## src/murmur3_32_stream_hash_top_macros.svh

```systemverilog
// Assertion macros shared by the hash block's modules.
`ifndef MURMUR3_32_STREAM_HASH_TOP_MACROS_SVH
`define MURMUR3_32_STREAM_HASH_TOP_MACROS_SVH

`ifndef SYNTHESIS
`define MM3_ASSERT(label, prop) \
    label: assert property (@(posedge aclk) disable iff (!aresetn) prop) \
        else $error("mm3 assertion failed");
`define MM3_ASSERT_ALWAYS(label, prop) \
    label: assert property (@(posedge aclk) prop) \
        else $error("mm3 assertion failed");
`else
`define MM3_ASSERT(label, prop)
`define MM3_ASSERT_ALWAYS(label, prop)
`endif

`endif

```

## src/mm3_pkg.sv

```systemverilog
// Types and constants of the MurmurHash3 x86_32 stream hash.
package mm3_pkg;

    localparam logic [31:0] MIX_C1  = 32'hcc9e2d51;
    localparam logic [31:0] MIX_C2  = 32'h1b873593;
    localparam logic [31:0] MIX_ADD = 32'he6546b64;
    localparam logic [31:0] FIN_M1  = 32'h85ebca6b;
    localparam logic [31:0] FIN_M2  = 32'hc2b2ae35;

    localparam logic [2:0] FULL_WORD = 3'd4;

    localparam int QDEPTH = 4;
    localparam int QAW    = $clog2(QDEPTH);

    // scrambled word on its way from front to back
    typedef struct packed {
        logic [31:0] k;
        logic [2:0]  count;
        logic        last;
    } mm3_entry_t;

    // queue status seen by both sides
    typedef struct packed {
        logic full;
        logic empty;
    } mm3_qstat_t;

endpackage

```

## src/mm3_front.sv

```systemverilog
// Front end: accepts items, normalises the byte count, masks and scrambles the word.
`include "murmur3_32_stream_hash_top_macros.svh"

module mm3_front (
    input  logic               aclk,
    input  logic               aresetn,
    input  logic               s_valid,
    output logic               s_ready,
    input  logic [31:0]        s_data_word,
    input  logic [2:0]         s_byte_count,
    input  logic               s_last,
    input  mm3_pkg::mm3_qstat_t qstat,
    output logic               push,
    output mm3_pkg::mm3_entry_t push_entry
);

    logic        v1_reg, v1_next;
    logic        v2_reg, v2_next;
    logic [31:0] k1_reg, k1_next;
    logic [2:0]  c1_reg, c1_next;
    logic        l1_reg, l1_next;
    logic [31:0] k2_reg, k2_next;
    logic [2:0]  c2_reg, c2_next;
    logic        l2_reg, l2_next;

    logic        en;
    logic        s_accept;
    logic [2:0]  count;
    logic [31:0] mask;
    logic [31:0] k1_rot;

    assign push    = v2_reg && !qstat.full;
    assign en      = !v2_reg || !qstat.full;
    assign s_ready = en;
    assign s_accept = s_valid && en;

    always_comb begin
        if (s_byte_count > mm3_pkg::FULL_WORD ||
            (!s_last && s_byte_count < mm3_pkg::FULL_WORD)) begin
            count = mm3_pkg::FULL_WORD;
        end else begin
            count = s_byte_count;
        end
        case (count)
            3'd1:    mask = 32'h0000_00ff;
            3'd2:    mask = 32'h0000_ffff;
            3'd3:    mask = 32'h00ff_ffff;
            3'd4:    mask = 32'hffff_ffff;
            default: mask = 32'h0000_0000;
        endcase
    end

    assign k1_rot = {k1_reg[16:0], k1_reg[31:17]};

    always_comb begin
        v1_next = v1_reg;
        v2_next = v2_reg;
        k1_next = k1_reg;
        c1_next = c1_reg;
        l1_next = l1_reg;
        k2_next = k2_reg;
        c2_next = c2_reg;
        l2_next = l2_reg;
        if (en) begin
            v1_next = s_accept;
            k1_next = (s_data_word & mask) * mm3_pkg::MIX_C1;
            c1_next = count;
            l1_next = s_last;
            v2_next = v1_reg;
            k2_next = k1_rot * mm3_pkg::MIX_C2;
            c2_next = c1_reg;
            l2_next = l1_reg;
        end
    end

    always_ff @(posedge aclk) begin
        if (!aresetn) begin
            v1_reg <= 1'b0;
            v2_reg <= 1'b0;
        end else begin
            v1_reg <= v1_next;
            v2_reg <= v2_next;
        end
    end

    always_ff @(posedge aclk) begin
        k1_reg <= k1_next;
        c1_reg <= c1_next;
        l1_reg <= l1_next;
        k2_reg <= k2_next;
        c2_reg <= c2_next;
        l2_reg <= l2_next;
    end

    assign push_entry.k     = k2_reg;
    assign push_entry.count = c2_reg;
    assign push_entry.last  = l2_reg;

    // a scrambled item waiting on a full queue must not be dropped
    `MM3_ASSERT(a_front_hold, v2_reg && !push |=> v2_reg)
    `MM3_ASSERT(a_front_stall, v2_reg && qstat.full |-> !s_ready)

endmodule

```

## src/mm3_queue.sv

```systemverilog
// Four-entry queue between the scrambling front and the mixing back.
`include "murmur3_32_stream_hash_top_macros.svh"

module mm3_queue (
    input  logic                aclk,
    input  logic                aresetn,
    input  logic                push,
    input  mm3_pkg::mm3_entry_t push_entry,
    input  logic                pop,
    output mm3_pkg::mm3_entry_t pop_entry,
    output mm3_pkg::mm3_qstat_t qstat
);

    mm3_pkg::mm3_entry_t slot_reg [mm3_pkg::QDEPTH];

    logic [mm3_pkg::QAW-1:0] wptr_reg, wptr_next;
    logic [mm3_pkg::QAW-1:0] rptr_reg, rptr_next;
    logic [mm3_pkg::QAW:0]   fill_reg, fill_next;

    assign qstat.full  = (fill_reg == (mm3_pkg::QAW+1)'(mm3_pkg::QDEPTH));
    assign qstat.empty = (fill_reg == '0);
    assign pop_entry   = slot_reg[rptr_reg];

    always_comb begin
        wptr_next = wptr_reg;
        rptr_next = rptr_reg;
        fill_next = fill_reg;
        if (push) begin
            wptr_next = wptr_reg + 1'b1;
        end
        if (pop) begin
            rptr_next = rptr_reg + 1'b1;
        end
        if (push && !pop) begin
            fill_next = fill_reg + 1'b1;
        end else if (pop && !push) begin
            fill_next = fill_reg - 1'b1;
        end
    end

    always_ff @(posedge aclk) begin
        if (!aresetn) begin
            wptr_reg <= '0;
            rptr_reg <= '0;
            fill_reg <= '0;
        end else begin
            wptr_reg <= wptr_next;
            rptr_reg <= rptr_next;
            fill_reg <= fill_next;
        end
    end

    always_ff @(posedge aclk) begin
        if (push) begin
            slot_reg[wptr_reg] <= push_entry;
        end
    end

    `MM3_ASSERT(a_q_no_overflow, !(push && qstat.full))
    `MM3_ASSERT(a_q_no_underflow, !(pop && qstat.empty))
    `MM3_ASSERT(a_q_fill_up, push && !pop |=> fill_reg == $past(fill_reg) + 1'b1)

endmodule

```

## src/mm3_back.sv

```systemverilog
// Back end: mixes scrambled words into the running hash and finalises each message.
`include "murmur3_32_stream_hash_top_macros.svh"

module mm3_back (
    input  logic                aclk,
    input  logic                aresetn,
    input  logic [31:0]         seed,
    input  mm3_pkg::mm3_qstat_t qstat,
    input  mm3_pkg::mm3_entry_t pop_entry,
    output logic                pop,
    output logic                m_valid,
    input  logic                m_ready,
    output logic [31:0]         m_hash_value
);

    logic        in_msg_reg, in_msg_next;
    logic [31:0] hash_reg, hash_next;
    logic [31:0] total_reg, total_next;
    logic        f0_v_reg, f0_v_next;
    logic        f1_v_reg, f1_v_next;
    logic        f2_v_reg, f2_v_next;
    logic        out_v_reg, out_v_next;
    logic [31:0] f0_reg, f0_next;
    logic [31:0] f1_reg, f1_next;
    logic [31:0] f2_reg, f2_next;
    logic [31:0] out_reg, out_next;

    logic        en;
    logic [31:0] base;
    logic [31:0] hx;
    logic [31:0] hr;
    logic [31:0] mixed;
    logic [31:0] total_mix;

    assign en  = !out_v_reg || m_ready;
    assign pop = en && !qstat.empty;

    always_comb begin
        base      = in_msg_reg ? hash_reg : seed;
        hx        = base ^ pop_entry.k;
        hr        = {hx[18:0], hx[31:19]};
        mixed     = (pop_entry.count == mm3_pkg::FULL_WORD)
                  ? (hr << 2) + hr + mm3_pkg::MIX_ADD : hx;
        total_mix = (in_msg_reg ? total_reg : 32'd0) + {29'd0, pop_entry.count};
    end

    always_comb begin
        in_msg_next = in_msg_reg;
        hash_next   = hash_reg;
        total_next  = total_reg;
        f0_v_next   = f0_v_reg;
        f1_v_next   = f1_v_reg;
        f2_v_next   = f2_v_reg;
        out_v_next  = out_v_reg;
        f0_next     = f0_reg;
        f1_next     = f1_reg;
        f2_next     = f2_reg;
        out_next    = out_reg;
        if (pop) begin
            in_msg_next = !pop_entry.last;
            hash_next   = mixed;
            total_next  = total_mix;
        end
        if (en) begin
            f0_v_next  = pop && pop_entry.last;
            f0_next    = mixed ^ total_mix;
            f1_v_next  = f0_v_reg;
            f1_next    = (f0_reg ^ (f0_reg >> 16)) * mm3_pkg::FIN_M1;
            f2_v_next  = f1_v_reg;
            f2_next    = (f1_reg ^ (f1_reg >> 13)) * mm3_pkg::FIN_M2;
            out_v_next = f2_v_reg;
            out_next   = f2_reg ^ (f2_reg >> 16);
        end
    end

    always_ff @(posedge aclk) begin
        if (!aresetn) begin
            in_msg_reg <= 1'b0;
            f0_v_reg   <= 1'b0;
            f1_v_reg   <= 1'b0;
            f2_v_reg   <= 1'b0;
            out_v_reg  <= 1'b0;
        end else begin
            in_msg_reg <= in_msg_next;
            f0_v_reg   <= f0_v_next;
            f1_v_reg   <= f1_v_next;
            f2_v_reg   <= f2_v_next;
            out_v_reg  <= out_v_next;
        end
    end

    always_ff @(posedge aclk) begin
        hash_reg  <= hash_next;
        total_reg <= total_next;
        f0_reg    <= f0_next;
        f1_reg    <= f1_next;
        f2_reg    <= f2_next;
        out_reg   <= out_next;
    end

    assign m_valid      = out_v_reg;
    assign m_hash_value = out_reg;

    // a last item closes the message and enters the finaliser
    `MM3_ASSERT(a_back_last, pop && pop_entry.last |=> !in_msg_reg && f0_v_reg)

endmodule

```

## src/murmur3_32_stream_hash_top.sv

```systemverilog
// Top level of the MurmurHash3 x86_32 stream hash.
//
//  channel  | ports                                   | role
//  ---------+-----------------------------------------+---------------------------
//  s_       | s_valid s_ready s_data_word s_byte_count | word items of a message
//           | s_last                                  |
//  m_       | m_valid m_ready m_hash_value            | one hash per message
//  cfg_     | cfg_valid cfg_ready cfg_data            | seed register write
//
// One item per cycle is taken while the queue has room; the running-hash loop
// in the back end (xor, rotate, times five plus constant) closes through the
// hash register. The hash shows on m_valid once the last item has passed,
// in order, two scramble multiplier stages, the queue slot, the mix, two
// finaliser multiplier stages and the output register. Reset is synchronous
// and clears all valid state and the seed. A stalled result holds the back
// end; the four-entry queue lets the front keep taking items until it fills.
module murmur3_32_stream_hash_top (
    input  logic        aclk,
    input  logic        aresetn,
    input  logic        s_valid,
    output logic        s_ready,
    input  logic [31:0] s_data_word,
    input  logic [2:0]  s_byte_count,
    input  logic        s_last,
    output logic        m_valid,
    input  logic        m_ready,
    output logic [31:0] m_hash_value,
    input  logic        cfg_valid,
    output logic        cfg_ready,
    input  logic [31:0] cfg_data
);

    logic [31:0] seed_reg, seed_next;

    mm3_pkg::mm3_qstat_t qstat;
    mm3_pkg::mm3_entry_t push_entry;
    mm3_pkg::mm3_entry_t pop_entry;
    logic                push;
    logic                pop;

    assign cfg_ready = 1'b1;
    assign seed_next = (cfg_valid && cfg_ready) ? cfg_data : seed_reg;

    always_ff @(posedge aclk) begin
        if (!aresetn) begin
            seed_reg <= 32'd0;
        end else begin
            seed_reg <= seed_next;
        end
    end

    mm3_front u_front (
        .aclk         (aclk),
        .aresetn      (aresetn),
        .s_valid      (s_valid),
        .s_ready      (s_ready),
        .s_data_word  (s_data_word),
        .s_byte_count (s_byte_count),
        .s_last       (s_last),
        .qstat        (qstat),
        .push         (push),
        .push_entry   (push_entry)
    );

    mm3_queue u_queue (
        .aclk       (aclk),
        .aresetn    (aresetn),
        .push       (push),
        .push_entry (push_entry),
        .pop        (pop),
        .pop_entry  (pop_entry),
        .qstat      (qstat)
    );

    mm3_back u_back (
        .aclk         (aclk),
        .aresetn      (aresetn),
        .seed         (seed_reg),
        .qstat        (qstat),
        .pop_entry    (pop_entry),
        .pop          (pop),
        .m_valid      (m_valid),
        .m_ready      (m_ready),
        .m_hash_value (m_hash_value)
    );

endmodule
```

## config.mk

```make
export PLATFORM = sky130hd
export DESIGN_NAME = murmur3_32_stream_hash_top
export DESIGN_NICKNAME = d
export VERILOG_FILES = /design/src/mm3_pkg.sv /design/src/mm3_front.sv /design/src/mm3_queue.sv /design/src/mm3_back.sv /design/src/murmur3_32_stream_hash_top.sv
export VERILOG_INCLUDE_DIRS = /design/src /design/src/src
export SDC_FILE = /design/constraint.sdc
export NUM_CORES = 2
export LEC_CHECK = 0
export BUFFER_PORTS_ARGS = -buffer_cell sky130_fd_sc_hd__clkbuf_2
export CORE_AREA = 2 2 425 427
export CTS_BUF_LIST = sky130_fd_sc_hd__clkbuf_8
export CTS_CLUSTER_DIAMETER = 50
export DETAILED_ROUTE_END_ITERATION = 10
export DIE_AREA = 0 0 427 429
export GPL_ROUTABILITY_DRIVEN = 0
export GPL_TIMING_DRIVEN = 1
export SYNTH_ARGS = -nofsm -noshare
export SYNTH_HDL_FRONTEND = slang
export SYNTH_HIERARCHICAL = 1
export SYNTH_SLANG_ARGS = --single-unit
```

## constraint.sdc

```tcl
create_clock -name aclk -period 6.8 [get_ports aclk]
set_clock_uncertainty 0.05 [all_clocks]
set_input_delay 0 -clock aclk [delete_from_list [all_inputs] [get_ports aclk]]
set_output_delay 0 -clock aclk [all_outputs]
set_load 0.02 [all_outputs]
```

# == After elaboration in Yosys (flattened, before gate mapping) ==
# Memories as Yosys holds them, arrays and structs flattened. A register that Yosys moved wholly into a read port is not among the register bits.
# Index checks and enable logic that the tools add are counted.
# Widths: inputs -> output; s select.
# word_totals
reg_bits,310
n_memories,1
ramBits,144
# classes
n_mul,4
bitwise,6
n_eq_ne,6
order_cmp,2
mux,11
reduce_logical,20
add_sub_neg,7
# memory_table
name,depth,word_bits,read_ports,rd_clocked_by_memory_dff,wr,line_no,text
u_queue.slot_reg,4,36,1,1,1,mm3_queue.sv:14,mm3_pkg::mm3_entry_t slot_reg [mm3_pkg::QDEPTH];
# ops
cell,count
$pmux 32 s4,1
$mux 32,3
$mul 32x31->32 const B,2
$xor 32x16->32,2
$xor 32x32->32,2
$add 32x3->32,1
$add 32x32->32,1
$add 32x32->32 const B,1
$and 32x32->32,1
$mul 32x29->32 const B,1
$mul 32x32->32 const B,1
$xor 32x19->32,1
$eq 3x3->1 const B,3
$mux 3,3
$logic_not 1->1,8
$logic_and 1x1->1,7
$eq 3x2->1 const B,2
$add 2x1->2 const B,2
$mux 2,2
$add 3x1->3 const B,1
$eq 3x1->1 const B,1
$gt 3x3->1 const B,1
$logic_not 3->1,1
$logic_or 1x1->1,3
4 further kinds,5

# == Longest topological paths before layout ==
# logic_depth
ltp_word,8
depth_mapped,29

# == Cells and area by module ==
# Netlist, hierarchy kept.
# by_module_without_submodules
module,seq_area_each_um2,n_inst,cells_per_inst,area_per_inst_um2
mm3_back,5865.6,1,2576,27816.7
mm3_front,2202.1,1,1779,18647.9
mm3_queue,4504.3,1,231,5694.2
murmur3_32_stream_hash_top,640.6,1,105,1255.0

# == Worst setup path after synthesis ==
# OpenSTA, ideal clock, no wires.
# synth_timing
path_type,reg2reg
start,register u_back.f1_reg[21]
end,register u_back.f2_reg[31] (data pin)
required_ns,6.490
n_path_buf,0
path_slack_ns,-0.136
setup_time_ns,0.260
path_stages_with_launch,24
t_arrival_ns,6.626
path_cell_list,edfxtp_1 > xnor2_1 > inv_1 > ha_1 > ha_1 > a21oi_1 > fa_1 > fa_1 > inv_1 > fa_1 > fa_1 > fa_1 > inv_1 > fa_1 > inv_1 > ha_1 > a21o_1 > a21oi_1 > o21ai_1 > a2111o_1 > a21oi_1 > o21ba_2 > o21ai_1 > xnor2_1
# synth_between
elab_chain_len,2
# synth_lines
element,line_no,text
start: declaration,mm3_back.sv:24,"logic [31:0] f1_reg, f1_next;"
start signal: assignment,mm3_back.sv:96,f1_reg <= f1_next;
$xor 32x19->32,mm3_back.sv:70,f2_next = (f1_reg ^ (f1_reg >> 13)) * mm3_pkg::FIN_M2;
$mul 32x31->32,mm3_back.sv:70,
end signal: assignment,mm3_back.sv:97,f2_reg <= f2_next;
end: declaration,mm3_back.sv:25,"logic [31:0] f2_reg, f2_next;"
# Every way passes these cells.
# A chain may end at the register's enable or synchronous reset.

# == Final worst setup path ==
# layout_timing
start,register u_back.f1_reg[17]
end,register u_back.f2_reg[31] (data pin)
# Same word-level chain as after synthesis.

==> flow_summary.toml <==
[status]
outcome = "finished, violations left"
violations = "setup timing"

[clock_network]
cts_tree = "yes"
clock_sinks = 456
clk_latency_ns = 0.79
h-tree-depth = 3
clk_pin_slew_ns = 0.06
cts-root-buf = "clkbuf_8"
clockBufferDepth = 3
cts_buffers = 86

[finish]
seq_area_mm2 = 0.01322
fill_cells = 17671
area_growth_syn_to_layout_pct = 18.78
multi_input_area_mm2 = 0.03635
finalNonFillerCells = 7780
largest_reg_flops = 144
fin_area_mm2 = 0.06344
mostFrequentLayoutCells = "1203 x inv_1, 788 x ha_1, 699 x fa_1, 408 x edfxtp_1, 400 x buf_4"
final_common_cell = "inv_1"
drive_gt1_frac = 0.1641
fin_nets = 6975

[floorplan]
die_height_um = 429
die_w_um = 427
initial_utilization = 0.3000
rows = 155
io_pins = 108
fp.coreArea_mm2 = 0.1780
die_area_mm2 = 0.1832

[global_route]
grt_pass1_wl_um = 211900
overflow = 0
grt_usage = 0.1502
grt_max_degree = 70
grt_pass1_vias = 37462
antenna_found_initial = 10

[synthesis]
yosysSeqAreaShare = 0.2474
yosys_warnings = 6
yosys.area.top_type = "fa_1"
synth_area_leaders = "fa_1 27%, edfxtp_1 23%, ha_1 19%"
postSynthCellCount = 4691
syn_area_mm2 = 0.05341
async_flop_share = 0
ys.flop_type = "edfxtp_1"
synth_edf_count = 408
syn_area_per_cell_um2 = 11.39
syn-num-nets = 6309
yosys_register_bits = 456
synth_top_area_share = 0.2687
ys_types = 102

[detailed_routing]
dr.pass1.iters = 5
wl_um = 136800
dr_wl_met3_um = 5618
vias = 34586
ant_nets = 0
m1WireLength_um = 56480
routed_via_density = 4.446
first_iter_violations = 1762
drc = 0
dr_wl_met2_um = 69670
topRoutingLayerUsed = "met5"
wl_per_cell_um = 17.58

[timing]
whs_ns = 0.08717
fmax_mhz = 146.3
final.setup.worst_slack_ns = -0.03321
worstMarginPinSlew_ns = 1.087
hold_violations = 0
max_slew_margin = 0.2757
setup_violations = 1
min_period_ns = 6.833
final_max_slew_viol_count = 0
rsz0062_at_grt = "yes"
finalCritPeriodShare = 1.005

[setup_path]
path_cells = "buf_4 > xor2_4 > buf_4 > ha_1 > ha_2 > inv_1 > fa_1 > fa_1 > inv_1 > fa_1 > fa_2 > fa_1 > fa_2 > ha_1 > a21o_1 > a21o_1 > a21o_1 > and2_4 > a2111o_1 > a21oi_2 > o21ba_4 > o21ai_2 > xnor2_1"
critPathMostFrequentCell = "fa_1"
crit_path_max_incr_delay_ns = 0.58
critPathSlowestCell = "fa_1"
reg2reg_slack_ns = -0.03
cp_max_fo = 4
required_ns = 7.24
criticalPathCategory = "reg -> reg"
r2r-end = "u_back/f2_reg[31]"
end_kind = "flop"
worst_ep_arrival_time_ns = 7.27
critical_path.startpoint_type = "flop"
ff2ff_path_depth = 23
rr_startpoint = "u_back/f1_reg[17]"

[placed_design]
portBuffers = 106
dpl_worst_slack_ns = -0.3890
placement.cell_area_mm2 = 0.05943
dp_hpwl_um = 116600
dpl.cell_count = 7468

[worst_hold_path]
hold_path.class = "in -> reg"
hold_start = "s_last"
hold_depth = 3
min_to = "u_front/l1_reg"

[flow_run]
drv_cap = 0
## worst max path at each step
stage | slack (ns) | start | cells after the start | endpoint
5_1_grt | -0.23 | u_back/f1_reg[13] | 23 | u_back/f2_reg[31]
4_1_cts | 0.0003 | u_back/f1_reg[22] | 21 | u_back/f2_reg[31]
3_5_place_dp | -0.39 | s_last | 28 | u_front/k1_reg[31]
2_1_floorplan | -0.03 | u_back/f1_reg[26] | 23 | u_back/f2_reg[31]
3_3_place_gp | -0.35 | u_back/f1_reg[13] | 23 | u_back/f2_reg[31]
6_report | -0.03 | u_back/f1_reg[17] | 23 | u_back/f2_reg[31]
## Yosys cell counts, types with 11 or more instances
cell      count
a211oi_1     12
a21o_1       59
a21oi_1     100
and2_1       50
and3_1       26
buf_2        11
clkbuf_1     23
dfxtp_1      48
edfxtp_1    408
fa_1        717
ha_1        828
inv_1      1218
mux2i_1      72
mux4_2       30
nand2_1     141
nand2b_1     30
nand3_1      31
nand4_1      14
nor2_1       84
nor2b_1      54
nor3_1       21
o21a_1       25
o21ai_0      61
o21ai_1      25
o21bai_1     14
or3_1        12
xnor2_1     250
xor2_1      173
## worst max-delay path, delay by kind of cell (launching register included)
family | cells | cell delay (ns)
AOI/OAI and AO/OA | 7 | 1.40
DFF | 1 | 0.45
adders and majority gates | 9 | 3.78
buffers and inverters | 4 | 0.47
and+or+nand+nor | 1 | 0.15
xor gates and xnor gates | 2 | 0.29
## timing repair
item                                   CTS  global route
buffers inserted                        11            44
hold buffers                           106             0
gates resized for setup                 50           129
pin swaps                               52            94
endpoints found under the hold margin   51             0
cloned                                   0             0
setup endpoints to repair               10            23
## through the flow
stage / setup TNS [ns] / utilization
6_report: -0.03321 / 0.3564
5_1_grt: -0.8499 / 0.3564
4_1_cts: 0 / 0.3513
3_5_place_dp: -2.697 / 0.3338
3_3_place_gp: -1.866 / 0.3338
2_1_floorplan: -0.02575 / -
## per-layer routing
layer	global-route usage	vias to the layer above
met5	0	-
met4	0.04445	4
met3	0.02331	264
met2	0.2696	683
met1	0.1838	17246
li1	-	16389
## cell families (layout without fill, tap and decap cells)
| kind of cell | after synthesis | after routing | synth area share |
|---|---|---|---|
| simple gates | 496 | 496 | 0.04760 |
| flops | 456 | 456 | 0.2474 |
| other cells | 1 | 4 | 0.00007021 |
| fa+ha+maj | 1545 | 1545 | 0.4627 |
| mux | 110 | 110 | 0.02956 |
| xor+xnor | 424 | 424 | 0.06978 |
| buf+inv | 1263 | 1994 | 0.09129 |
| compound gates | 396 | 396 | 0.05165 |
## area by class of cell
type | instances | share of cell area
flip-flops and latches | 456 | 0.2083
repair buffers | 623 | 0.07464
clock inverters | 66 | 0.006626
well taps | 2355 | 0.04644
inverters | 1218 | 0.07210
diodes | 3 | 0.0001183
multi-input cells | 2972 | 0.5729
clock buffers | 87 | 0.01887
Power is left out: the tool's default activity adds up to more than one toggle a clock period on the data nets, which glitch-free logic cannot reach.
